$ cat src/rtl/nsrc_pkg.sv
// Shared widths, register indexes, controller states and command/status types.
package nsrc_pkg;

    localparam int SAMPLE_W = 16;
    localparam int STEP_W   = 13;
    localparam int COUNT_W  = 24;
    localparam int PHASE_W  = 32;
    localparam int FRAC_W   = 8;
    localparam int PEAK_W   = 8;
    localparam int CFG_IDX_W  = 2;
    localparam int CFG_DATA_W = 24;
    localparam int MAX_RES    = 64;
    localparam int RES_CNT_W  = $clog2(MAX_RES) + 1;

    localparam logic [CFG_IDX_W-1:0] CFG_FRAC_STEP    = 2'd0;
    localparam logic [CFG_IDX_W-1:0] CFG_WIDE_SAMPLES = 2'd1;
    localparam logic [CFG_IDX_W-1:0] CFG_OUT_COUNT    = 2'd2;

    localparam logic [STEP_W-1:0]  FRAC_STEP_RST = 13'd256;
    localparam logic [7:0]         BYTE_OFFSET   = 8'h80;

    typedef enum logic [2:0] {
        S_IDLE,
        S_CHECK_FIRST,
        S_UPDATE,
        S_CHECK,
        S_SEND_MID,
        S_SEND_LAST
    } t_state;

    typedef struct packed {
        logic load_in;
        logic update;
        logic send;
        logic last;
        logic incr_src;
    } t_dp_cmd;

    typedef struct packed {
        logic due;
        logic out_free;
    } t_dp_sts;

endpackage

$ cat src/rtl/nsrc_in_if.sv
// Source sample channel.
interface nsrc_in_if;
    logic                             valid;
    logic                             ready;
    logic [nsrc_pkg::SAMPLE_W-1:0]    raw_sample;

    modport source (output valid, output raw_sample, input ready);
    modport sink   (input valid, input raw_sample, output ready);
endinterface

$ cat src/rtl/nsrc_out_if.sv
// Converted sample channel.
interface nsrc_out_if;
    logic                                valid;
    logic                                ready;
    logic signed [nsrc_pkg::SAMPLE_W-1:0] pcm_out;
    logic [nsrc_pkg::PEAK_W-1:0]         peak_level;
    logic                                run_last;
    logic                                stream_done;

    modport source (output valid, output pcm_out, output peak_level, output run_last,
                    output stream_done, input ready);
    modport sink   (input valid, input pcm_out, input peak_level, input run_last,
                    input stream_done, output ready);
endinterface

$ cat src/rtl/nsrc_ctrl.sv
// Sequencer: accept a sample, then check, update and send one output at a time.
module nsrc_ctrl (
    input  logic               i_clk,
    input  logic               i_rst_n,
    input  logic               i_in_valid,
    output logic               o_in_ready,
    input  nsrc_pkg::t_dp_sts  i_sts,
    output nsrc_pkg::t_dp_cmd  o_cmd
);

    nsrc_pkg::t_state r_state;
    nsrc_pkg::t_state n_state;

    always_ff @(posedge i_clk) begin
        if (!i_rst_n) begin
            r_state <= nsrc_pkg::S_IDLE;
        end else begin
            r_state <= n_state;
        end
    end

    always_comb begin
        n_state    = r_state;
        o_in_ready = 1'b0;
        o_cmd      = '0;
        case (r_state)
            nsrc_pkg::S_IDLE: begin
                o_in_ready = 1'b1;
                if (i_in_valid) begin
                    o_cmd.load_in = 1'b1;
                    n_state       = nsrc_pkg::S_CHECK_FIRST;
                end
            end
            nsrc_pkg::S_CHECK_FIRST: begin
                if (i_sts.due) begin
                    n_state = nsrc_pkg::S_UPDATE;
                end else begin
                    o_cmd.incr_src = 1'b1;
                    n_state        = nsrc_pkg::S_IDLE;
                end
            end
            nsrc_pkg::S_UPDATE: begin
                o_cmd.update = 1'b1;
                n_state      = nsrc_pkg::S_CHECK;
            end
            nsrc_pkg::S_CHECK: begin
                n_state = i_sts.due ? nsrc_pkg::S_SEND_MID : nsrc_pkg::S_SEND_LAST;
            end
            nsrc_pkg::S_SEND_MID: begin
                if (i_sts.out_free) begin
                    o_cmd.send = 1'b1;
                    n_state    = nsrc_pkg::S_UPDATE;
                end
            end
            nsrc_pkg::S_SEND_LAST: begin
                if (i_sts.out_free) begin
                    o_cmd.send     = 1'b1;
                    o_cmd.last     = 1'b1;
                    o_cmd.incr_src = 1'b1;
                    n_state        = nsrc_pkg::S_IDLE;
                end
            end
            default: begin
                n_state = nsrc_pkg::S_IDLE;
            end
        endcase
    end

endmodule

$ cat src/rtl/nsrc_dp.sv
// Datapath: configuration, phase accumulator, counters, peak hold and output register.
module nsrc_dp (
    input  logic                                  i_clk,
    input  logic                                  i_rst_n,
    input  logic                                  i_cfg_wr_en,
    input  logic [nsrc_pkg::CFG_IDX_W-1:0]        i_cfg_index,
    input  logic [nsrc_pkg::CFG_DATA_W-1:0]       i_cfg_data,
    input  logic [nsrc_pkg::SAMPLE_W-1:0]         i_raw_sample,
    input  nsrc_pkg::t_dp_cmd                     i_cmd,
    output nsrc_pkg::t_dp_sts                     o_sts,
    input  logic                                  i_out_ready,
    output logic                                  o_out_valid,
    output logic signed [nsrc_pkg::SAMPLE_W-1:0]  o_pcm_out,
    output logic [nsrc_pkg::PEAK_W-1:0]           o_peak_level,
    output logic                                  o_run_last,
    output logic                                  o_stream_done
);

    logic [nsrc_pkg::STEP_W-1:0]    r_frac_step;
    logic                           r_wide_samples;
    logic [nsrc_pkg::COUNT_W-1:0]   r_out_count;

    logic [nsrc_pkg::PHASE_W-1:0]   r_phase_acc;
    logic [nsrc_pkg::COUNT_W-1:0]   r_source_index;
    logic [nsrc_pkg::COUNT_W-1:0]   r_outputs_done;
    logic [nsrc_pkg::PEAK_W-1:0]    r_peak_hold;
    logic [nsrc_pkg::RES_CNT_W-1:0] r_res_cnt;

    logic [nsrc_pkg::SAMPLE_W-1:0]  r_word;
    logic [nsrc_pkg::PEAK_W-1:0]    r_level;

    logic [nsrc_pkg::SAMPLE_W-1:0]  r_pend_word;
    logic [nsrc_pkg::PEAK_W-1:0]    r_pend_peak;
    logic                           r_pend_done;

    logic                           r_out_valid;
    logic [nsrc_pkg::SAMPLE_W-1:0]  r_out_word;
    logic [nsrc_pkg::PEAK_W-1:0]    r_out_peak;
    logic                           r_out_last;
    logic                           r_out_done;

    logic [nsrc_pkg::SAMPLE_W-1:0]  n_word;
    logic [nsrc_pkg::SAMPLE_W:0]    n_mag;
    logic [nsrc_pkg::PEAK_W-1:0]    n_level;
    logic [nsrc_pkg::PEAK_W-1:0]    n_peak;
    logic [nsrc_pkg::COUNT_W-1:0]   n_outputs_done;
    logic [nsrc_pkg::COUNT_W-1:0]   n_lag;

    always_comb begin
        if (r_wide_samples) begin
            n_word = i_raw_sample;
        end else begin
            n_word = {i_raw_sample[7:0] ^ nsrc_pkg::BYTE_OFFSET, 8'h00};
        end
        if (n_word[nsrc_pkg::SAMPLE_W-1]) begin
            n_mag = (nsrc_pkg::SAMPLE_W+1)'(1) << nsrc_pkg::SAMPLE_W;
            n_mag = n_mag - {1'b0, n_word};
        end else begin
            n_mag = {1'b0, n_word};
        end
        n_level = n_mag[nsrc_pkg::FRAC_W +: nsrc_pkg::PEAK_W];
    end

    assign n_peak         = (r_level > r_peak_hold) ? r_level : r_peak_hold;
    assign n_outputs_done = r_outputs_done + 1'b1;
    assign n_lag          = r_source_index
                          - r_phase_acc[nsrc_pkg::FRAC_W +: nsrc_pkg::COUNT_W];

    assign o_sts.due      = !r_res_cnt[nsrc_pkg::RES_CNT_W-1]
                          && (r_outputs_done < r_out_count)
                          && !n_lag[nsrc_pkg::COUNT_W-1];
    assign o_sts.out_free = !r_out_valid || i_out_ready;

    always_ff @(posedge i_clk) begin
        if (!i_rst_n) begin
            r_frac_step    <= nsrc_pkg::FRAC_STEP_RST;
            r_wide_samples <= 1'b1;
            r_out_count    <= '0;
        end else if (i_cfg_wr_en) begin
            case (i_cfg_index)
                nsrc_pkg::CFG_FRAC_STEP:    r_frac_step    <= i_cfg_data[nsrc_pkg::STEP_W-1:0];
                nsrc_pkg::CFG_WIDE_SAMPLES: r_wide_samples <= i_cfg_data[0];
                nsrc_pkg::CFG_OUT_COUNT:    r_out_count    <= i_cfg_data[nsrc_pkg::COUNT_W-1:0];
                default: begin
                end
            endcase
        end
    end

    always_ff @(posedge i_clk) begin
        if (!i_rst_n) begin
            r_phase_acc    <= '0;
            r_source_index <= '0;
            r_outputs_done <= '0;
            r_peak_hold    <= '0;
            r_res_cnt      <= '0;
            r_out_valid    <= 1'b0;
        end else begin
            if (i_cmd.load_in) begin
                r_res_cnt <= '0;
            end
            if (i_cmd.update) begin
                r_peak_hold    <= n_peak;
                r_phase_acc    <= r_phase_acc + {{(nsrc_pkg::PHASE_W-nsrc_pkg::STEP_W){1'b0}},
                                                 r_frac_step};
                r_outputs_done <= n_outputs_done;
                r_res_cnt      <= r_res_cnt + 1'b1;
            end
            if (i_cmd.incr_src) begin
                r_source_index <= r_source_index + 1'b1;
            end
            if (i_cmd.send) begin
                r_out_valid <= 1'b1;
            end else if (i_out_ready) begin
                r_out_valid <= 1'b0;
            end
        end
    end

    always_ff @(posedge i_clk) begin
        if (i_cmd.load_in) begin
            r_word  <= n_word;
            r_level <= n_level;
        end
        if (i_cmd.update) begin
            r_pend_word <= r_word;
            r_pend_peak <= n_peak;
            r_pend_done <= (n_outputs_done == r_out_count);
        end
        if (i_cmd.send) begin
            r_out_word <= r_pend_word;
            r_out_peak <= r_pend_peak;
            r_out_last <= i_cmd.last;
            r_out_done <= r_pend_done;
        end
    end

    assign o_out_valid   = r_out_valid;
    assign o_pcm_out     = $signed(r_out_word);
    assign o_peak_level  = r_out_peak;
    assign o_run_last    = r_out_last;
    assign o_stream_done = r_out_done;

endmodule

$ cat src/rtl/nearest_sample_rate_converter.sv
// Nearest-neighbor sample rate converter top level.
// Each accepted source sample is repeated zero or more times: output i takes the
// source sample whose index is (i * frac_step) >> 8, frac_step being unsigned 5.8,
// until out_count outputs have been produced; at most 64 outputs leave per input,
// with any remainder drawn from later inputs. 8-bit input bytes are recentered and
// widened to 16 bits. Every output carries the running peak of |sample| >> 8, a flag
// on the last output of its input, and a flag on the final output of the stream.
// An input holds the block until its last output is handed over, and longer while the
// output channel stalls; the controller checks, advances the phase accumulator and
// hands over one output per pass.
// The output register lets a result wait while the next one is being formed.
// Write configuration only while no input is in flight.
module nearest_sample_rate_converter (
    input  logic                              i_clk,
    input  logic                              i_rst_n,
    input  logic                              i_cfg_wr_en,
    input  logic [nsrc_pkg::CFG_IDX_W-1:0]    i_cfg_index,
    input  logic [nsrc_pkg::CFG_DATA_W-1:0]   i_cfg_data,
    nsrc_in_if.sink                           i_smp,
    nsrc_out_if.source                        o_res
);

    nsrc_pkg::t_dp_cmd dp_cmd;
    nsrc_pkg::t_dp_sts dp_sts;

    nsrc_ctrl u_ctrl (
        .i_clk      (i_clk),
        .i_rst_n    (i_rst_n),
        .i_in_valid (i_smp.valid),
        .o_in_ready (i_smp.ready),
        .i_sts      (dp_sts),
        .o_cmd      (dp_cmd)
    );

    nsrc_dp u_dp (
        .i_clk         (i_clk),
        .i_rst_n       (i_rst_n),
        .i_cfg_wr_en   (i_cfg_wr_en),
        .i_cfg_index   (i_cfg_index),
        .i_cfg_data    (i_cfg_data),
        .i_raw_sample  (i_smp.raw_sample),
        .i_cmd         (dp_cmd),
        .o_sts         (dp_sts),
        .i_out_ready   (o_res.ready),
        .o_out_valid   (o_res.valid),
        .o_pcm_out     (o_res.pcm_out),
        .o_peak_level  (o_res.peak_level),
        .o_run_last    (o_res.run_last),
        .o_stream_done (o_res.stream_done)
    );

endmodule
$ cat src/flat_wrapper.sv
// flat-port wrapper written by rule: the top's interface ports become plain ports
module nearest_sample_rate_converter_flat 
  (i_clk, i_rst_n, i_cfg_wr_en, i_cfg_index, i_cfg_data, i_smp_valid, i_smp_raw_sample, i_smp_ready, o_res_valid, o_res_pcm_out, o_res_peak_level, o_res_run_last, o_res_stream_done, o_res_ready);
  nsrc_in_if i_smp_i ();
  nsrc_out_if o_res_i ();
  input  logic i_clk;
  input  logic i_rst_n;
  input  logic i_cfg_wr_en;
  input  logic [nsrc_pkg::CFG_IDX_W-1:0] i_cfg_index;
  input  logic [nsrc_pkg::CFG_DATA_W-1:0] i_cfg_data;
  input wire logic [$bits(i_smp_i.valid)-1:0] i_smp_valid;
  input wire logic [$bits(i_smp_i.raw_sample)-1:0] i_smp_raw_sample;
  output wire logic [$bits(i_smp_i.ready)-1:0] i_smp_ready;
  output wire logic [$bits(o_res_i.valid)-1:0] o_res_valid;
  output wire logic [$bits(o_res_i.pcm_out)-1:0] o_res_pcm_out;
  output wire logic [$bits(o_res_i.peak_level)-1:0] o_res_peak_level;
  output wire logic [$bits(o_res_i.run_last)-1:0] o_res_run_last;
  output wire logic [$bits(o_res_i.stream_done)-1:0] o_res_stream_done;
  input wire logic [$bits(o_res_i.ready)-1:0] o_res_ready;
  assign i_smp_i.valid = i_smp_valid;
  assign i_smp_i.raw_sample = i_smp_raw_sample;
  assign i_smp_ready = i_smp_i.ready;
  assign o_res_valid = o_res_i.valid;
  assign o_res_pcm_out = o_res_i.pcm_out;
  assign o_res_peak_level = o_res_i.peak_level;
  assign o_res_run_last = o_res_i.run_last;
  assign o_res_stream_done = o_res_i.stream_done;
  assign o_res_i.ready = o_res_ready;
  nearest_sample_rate_converter u_core (.i_clk(i_clk), .i_rst_n(i_rst_n), .i_cfg_wr_en(i_cfg_wr_en), .i_cfg_index(i_cfg_index), .i_cfg_data(i_cfg_data), .i_smp(i_smp_i), .o_res(o_res_i));
endmodule
$ cat config.mk
export PLATFORM = sky130hd
export DESIGN_NAME = nearest_sample_rate_converter_flat
export DESIGN_NICKNAME = d
export VERILOG_FILES = /design/src/rtl/nsrc_pkg.sv /design/src/rtl/nsrc_in_if.sv /design/src/rtl/nsrc_out_if.sv /design/src/rtl/nsrc_ctrl.sv /design/src/rtl/nsrc_dp.sv /design/src/rtl/nearest_sample_rate_converter.sv /design/src/flat_wrapper.sv
export SDC_FILE = /design/constraint.sdc
export NUM_CORES = 1
export LEC_CHECK = 0
export BUFFER_PORTS_ARGS = -buffer_cell sky130_fd_sc_hd__clkbuf_2
export CAP_MARGIN = 0
export CELL_PAD_IN_SITES_DETAIL_PLACEMENT = 1
export CELL_PAD_IN_SITES_GLOBAL_PLACEMENT = 1
export CORE_MARGIN = 4
export CORE_UTILIZATION = 47
export CTS_CLUSTER_SIZE = 14
export DETAILED_ROUTE_END_ITERATION = 8
export HOLD_SLACK_MARGIN = 0.1
export PLACE_DENSITY = 0.88
export SYNTH_ARGS = -nofsm -noshare
export SYNTH_HDL_FRONTEND = slang
export SYNTH_SLANG_ARGS = --single-unit
$ cat constraint.sdc
create_clock -name i_clk -period 3.8 [get_ports i_clk]
set_input_delay 0.95 -clock i_clk [delete_from_list [all_inputs] [get_ports i_clk]]
set_output_delay 0.95 -clock i_clk [all_outputs]
set_load 0.01 [all_outputs]
==> flow_summary.ini, run 1 <==
[placed_design]
port_buffers = 74
gp_congestion = 0.847
place_inst = 1525
dp_hpwl_um = 20700
place_area_sq_um = 11500

[clock_tree]
cts_root_buf = clkbuf_16
clk_pin_slew_ns = 0.06
h-tree-depth = 1
clk_latency_ns = 0.54
post_cts_resize_count = 0
cts_buffer_depth = 3
cts_tree = yes
hold_buffers = 0
clock_sinks = 212
cts_made_buffers = 24
cts_setup_buffers = 0

[worst_setup_path]
cp-end-kind = flip-flop
timing.rr.start = u_core.u_dp.r_phase_acc[18]
r2r_setup_slack_ns = 0.46
worst_r2r_endpoint = u_core.u_dp.r_source_index[8]
critPathBufInv = 2
worstSetupPathType = reg2reg
critPathTopFamily = simple AND/OR/NAND/NOR gates
worstPathCellList = inv_1 > ha_1 > nand4_1 > nor3_1 > o31ai_1 > a2111oi_1 > or3_4 > a311oi_4 > buf_4 > or4_1 > a21oi_1
cp.required_ns = 4.26
crit_path_max_incr_delay_ns = 0.64
r2r_cells = 11
arrival_ns = 3.80
critPathLaunchType = flip-flop
crit_slowest_cell = a2111oi_1
path_max_fanout = 46

[timing]
fin_crit_ns = 3.34
rsz0062_at_grt = no
hold_viol_final = 0
final.setup.tns_ns = 0
setup-violations-final = 0
slew_headroom = 0.423
skew_ns = 0.0230
layout_worst_path_cycle_share = 0.878
fmax_mhz = 300
drv_slew = 0
worstMarginPinSlew_ns = 0.865

[grt]
grt_use_total = 0.231
grt_start_max_net_pins = 71
grt_pass1_wl_um = 49100
grt_use_met3 = 0.0277
use_met1 = 0.284
grt_busiest_layer = met2
globalRouteMet2Util = 0.417
first_global_vias = 9361
antenna_found_initial = 0
overflow = 0

[floorplanning]
dieArea_sq_um = 25700
core-area_sq_um = 22800
die_w_um = 160
std_cell_rows = 55
die_h_um = 160
ios = 75
initial_core_util = 0.479

[logic_synthesis]
ys_top_cells_by_count = 150 x nand2_1, 137 x dfxtp_1, 107 x a21oi_1
syn-num-nets = 1294
synth_largest_area_cell = dfxtp_1
ys_warn_count = 0
synth_area_leaders = dfxtp_1 25%, edfxtp_1 21%, ha_1 8.0%, nand2_1 5.2%, xnor2_1 5.0%
synth_async_sr_flop_share = 0
synth_area_per_cell_sq_um = 9.28
synth.most_common_cell = nand2_1
synth_edf_count = 75
synth-main-ff-cell = dfxtp_1
ys_ff_latch = 212
synth_top_cell_area_share = 0.251
synth_area_sq_um = 10900
ys_seq_area_frac = 0.457
synthDistinctLibCells = 74
syn-instance-count = 1176

[min_path]
min_path_type = reg2reg
min_path_cells = 0
holdPathEnd = u_core.u_dp.r_pend_word[10]
worstHoldStart = u_core.u_dp.r_word[10]

[final_layout]
nets = 1356
utilization = 0.541
antenna_cells = 0
fin_area_sq_um = 12300
syn_to_final_growth_pct = 12.9
stdcell_count = 1569
layout-drive-gt1-share = 0.133

[route]
drc = 0
vias_per_cell = 5.65
avgRoutedWirePerCell_um = 19.0
dr.pass1.iters = 5
ant_nets = 0
drt_iter0_markers = 479
vias = 8867
wirelength_um = 29900

[power_and_ir_drop]
total_leakage_power_nw = 4.47
ir_worst_vdd_mv = 0.267
p_total_w = 0.00557
power.density_nw_per_um2 = 452

[flow_run]
maxCapViolCount = 0

[outcome]
run_status = complete, no violations
sequential cells by signal, indices dropped and copies added (netlist names):
signal / count
u_core.u_ctrl.r_state: 3
u_core.u_dp.o_out_valid: 1
u_core.u_dp.o_pcm_out: 16
u_core.u_dp.o_peak_level: 8
u_core.u_dp.o_run_last: 1
u_core.u_dp.o_stream_done: 1
u_core.u_dp.r_frac_step: 13
u_core.u_dp.r_level: 8
u_core.u_dp.r_out_count: 24
u_core.u_dp.r_outputs_done: 24
u_core.u_dp.r_peak_hold: 8
u_core.u_dp.r_pend_done: 1
u_core.u_dp.r_pend_peak: 8
u_core.u_dp.r_pend_word: 16
u_core.u_dp.r_phase_acc: 32
u_core.u_dp.r_res_cnt: 7
u_core.u_dp.r_source_index: 24
u_core.u_dp.r_wide_samples: 1
u_core.u_dp.r_word: 16
layout make-up:
type                       instances  area, sq um
sequential                       212         4990
clock inverter                    10         97.6
inverter                          77          292
tap                              313          392
timing repair buffer              88          488
clock buffer                      34          688
fill                            2640        10400
multi-input combinational        835         5380
cells by family after synthesis:
kind of cell    Yosys count  synth area share
buf+inv                 129            0.0500
fa+ha+maj                71            0.0821
mux                      17            0.0170
simple gates            423             0.191
compound gates          243             0.138
flops                   212             0.457
xor+xnor                 81            0.0650
per-stage QoR:
step | setup slack (ns) | hold WS, ns
after CTS | 0.432 | 0.420
after global placement | 0.671 | 0.401
final | 0.462 | 0.422
after detailed placement | 0.489 | 0.406
after global routing | 0.210 | 0.428
after floorplan | 0.932 | 0.400
routing by layer:
| metal | share of wire | wire (um) | vias to the layer above |
|---|---|---|---|
| met1 | 0.43 | 12800 | 4370 |
| li1 | - | - | 4286 |
| met2 | 0.51 | 15300 | 137 |
| met5 | 0 | 0 | - |
| met3 | 0.026 | 787 | 74 |
| met4 | 0.031 | 926 | 0 |
report_power, final:
part	total, W	internal, W	switching (W)	leakage [nW]
sequential	0.00261	0.00252	0.0000832	1.80
clock	0.00230	0.00134	0.000960	0.381
combinational	0.000670	0.000245	0.000426	2.29
worst max-delay path by stage:
| stage | from | to | slack [ns] | depth (start not counted) |
|---|---|---|---|---|
| final | u_core.u_dp.r_phase_acc[18] | u_core.u_dp.r_source_index[8] | 0.46 | 11 |
| after global routing | u_core.u_dp.r_phase_acc[15] | u_core.u_dp.r_source_index[20] | 0.21 | 11 |
| after CTS | u_core.u_dp.r_phase_acc[18] | u_core.u_dp.r_source_index[8] | 0.43 | 11 |
| after detailed placement | i_smp_raw_sample[6] | u_core.u_dp.r_level[6] | 0.49 | 9 |
| after global placement | u_core.u_dp.r_phase_acc[18] | u_core.u_dp.r_source_index[16] | 0.67 | 11 |
| after floorplan | u_core.u_dp.r_phase_acc[24] | u_core.u_dp.r_source_index[1] | 0.93 | 12 |
worst register-to-register path, cell delays in order, from the launching register on:
cell	delay [ns]
dfxtp_1	0.37
inv_1	0.10
ha_1	0.30
nand4_1	0.15
nor3_1	0.22
o31ai_1	0.11
a2111oi_1	0.64
or3_4	0.27
a311oi_4	0.10
buf_4	0.29
or4_1	0.57
a21oi_1	0.15
placed cells by master (no fill, tap or decap), types with 10 or more instances in the layout:
master	n
a21oi_1	107
a31oi_1	10
and2_1	11
buf_4	13
clkbuf_16	24
clkbuf_2	74
dfxtp_1	137
edfxtp_1	75
ha_1	70
inv_1	75
mux2_2	12
nand2_1	150
nand3_1	39
nand4_1	22
nor2_1	83
nor3_1	19
o21ai_0	39
o21ai_1	11
o31ai_1	14
or3_1	14
or4_1	14
xnor2_1	62
xor2_1	19
No activity file was read; power rests on OpenSTA's default activity.
==> run 2: changes to the inputs <==
- RECOVER_POWER: default -> 100
==> run 2 against run 1 <==
  * The run now ends with capacitance limit, slew limit left
  * Critical endpoint is now u_core.u_dp.r_source_index[6]
  * Routed wire length about the same
  * Clock skew about the same
  * Global-route usage unchanged
  * Maximum frequency down 0.79%
  * Highest routed layer unchanged
  * Worst hold slack about the same
  * Power down 0.24%
  * Critical path type unchanged
==> flow_summary.ini, run 2 (synthesis results as in run 1) <==
[clock_tree]
clk_pin_slew_ns = 0.06
cts_setup_buffers = 0
cts_root_buf = clkbuf_16
post_cts_resize_count = 0
cts_tree = yes
cts_made_buffers = 24
h-tree-depth = 1
clk_latency_ns = 0.54
cts_buffer_depth = 3
hold_buffers = 0
clock_sinks = 212

[placed_design]
gp_congestion = 0.847
place_inst = 1525
port_buffers = 74
dp_hpwl_um = 20700

[final_layout]
syn_to_final_growth_pct = 12.4
utilization = 0.539
nets = 1356
stdcell_count = 1569
mostFrequentLayoutCell = nand2_1
top_register = u_core.u_dp.r_phase_acc
layout-drive-gt1-share = 0.0939
largest_reg_flops = 32
nFillCells = 2656
antenna_cells = 0
final_cell_mix = 150 x nand2_1, 137 x dfxtp_1, 108 x a21oi_1, 84 x nor2_1

[floorplanning]
std_cell_rows = 55
ios = 75
die_w_um = 160
dieArea_sq_um = 25700
initial_core_util = 0.479
die_h_um = 160
core-area_sq_um = 22800

[worst_setup_path]
critPathBufInv = 2
worstSetupPathType = reg2reg
path_max_fanout = 46
r2r_setup_slack_ns = 0.44
critPathLaunchType = flip-flop
timing.rr.start = u_core.u_dp.r_phase_acc[18]
worst_r2r_endpoint = u_core.u_dp.r_source_index[6]
crit_slowest_cell = a2111oi_1
cp-startpoint = u_core.u_dp.r_phase_acc[18]
arrival_ns = 3.78
worstPathCellList = inv_1 > ha_1 > nand4_1 > nor3_1 > o31ai_1 > a2111oi_1 > o21ai_0 > a311oi_4 > buf_4 > o311ai_0 > o41ai_1
r2r_cells = 11
cp-end-kind = flip-flop
critPathTopFamily = compound AO/OA/AOI/OAI gates
cp.required_ns = 4.22
crit_path_max_incr_delay_ns = 0.62

[power_and_ir_drop]
total_leakage_power_nw = 4.36
ir_worst_vdd_mv = 0.279
power.density_nw_per_um2 = 453
p_total_w = 0.00556

[timing]
timing.hold.ws_ns = 0.422
setup-violations-final = 0
fin_crit_ns = 3.36
drv_slew = 179
layout_worst_path_cycle_share = 0.885
fmax_mhz = 297
slew_headroom = -0.377
final.setup.tns_ns = 0
worstMarginPinSlew_ns = 2.05
skew_ns = 0.0226
rsz0062_at_grt = no
hold_viol_final = 0

[route]
dr.pass1.iters = 5
drc = 0
avgRoutedWirePerCell_um = 19.0
vias_per_cell = 5.66
ant_nets = 0
wirelength_um = 29900
drt_iter0_markers = 423
vias = 8874

[outcome]
run_status = finished with violations
violations = capacitance limit, slew limit

[min_path]
min_path_type = reg2reg
holdPathEnd = u_core.u_dp.r_pend_word[10]
worstHoldStart = u_core.u_dp.r_word[10]
min_path_cells = 0

[flow_run]
maxCapViolCount = 4

[grt]
overflow = 0
grt_pass1_wl_um = 49100
grt_use_total = 0.231
first_global_vias = 9361
grt_start_max_net_pins = 71
antenna_found_initial = 0
run 2: cell types whose count changed in the layout (fill, tap and decap cells not counted), moves of 9 or more:
cell / delta
clkbuf_1: +33
and2_1: -9
mux2_2: -12
clkbuf_2: -30
and2_0: +10
mux2_1: +12
run 2: worst max-delay path by stage:
stage | endpoint | slack, ns | depth (start not counted)
floorplan | u_core.u_dp.r_source_index[1] | 0.93 | 12
global placement | u_core.u_dp.r_source_index[16] | 0.67 | 11
detailed placement | u_core.u_dp.r_level[6] | 0.49 | 9
CTS | u_core.u_dp.r_source_index[8] | 0.43 | 11
global route | u_core.u_dp.r_source_index[7] | 0.11 | 11
finish | u_core.u_dp.r_source_index[6] | 0.44 | 11
run 2: layout make-up:
| cell class | count | area, sq um | area share |
|---|---|---|---|
| Multi-Input combinational cell | 835 | 5370 | 0.438 |
| Sequential cell | 212 | 4990 | 0.407 |
| Clock inverter | 10 | 97.6 | 0.00795 |
| Clock buffer | 34 | 688 | 0.0561 |
| Timing Repair Buffer | 88 | 439 | 0.0358 |
| Inverter | 77 | 290 | 0.0237 |
| Tap cell | 313 | 392 | 0.0319 |
run 2: per-layer routing:
| metal | global-route usage | share of wire | vias to the layer above |
|---|---|---|---|
| met1 | 0.284 | 0.43 | 4360 |
| met5 | 0 | 0 | - |
| met2 | 0.417 | 0.51 | 151 |
| met4 | 0.0802 | 0.031 | 0 |
| li1 | - | - | 4289 |
| met3 | 0.0277 | 0.029 | 74 |
run 2: per-stage QoR:
stage | worst slack (ns) | area, sq um
global route | 0.115 | 12300
floorplan | 0.932 | 10900
CTS | 0.432 | 12300
finish | 0.436 | 12300
global placement | 0.671 | 11500
detailed placement | 0.489 | 11500
run 2: report_power, final:
part	internal (W)	leakage [nW]	switching, W
sequential	0.00253	1.80	0.0000831
clock	0.00134	0.381	0.000959
combinational	0.000227	2.18	0.000427
total	0.00409	4.36	0.00147
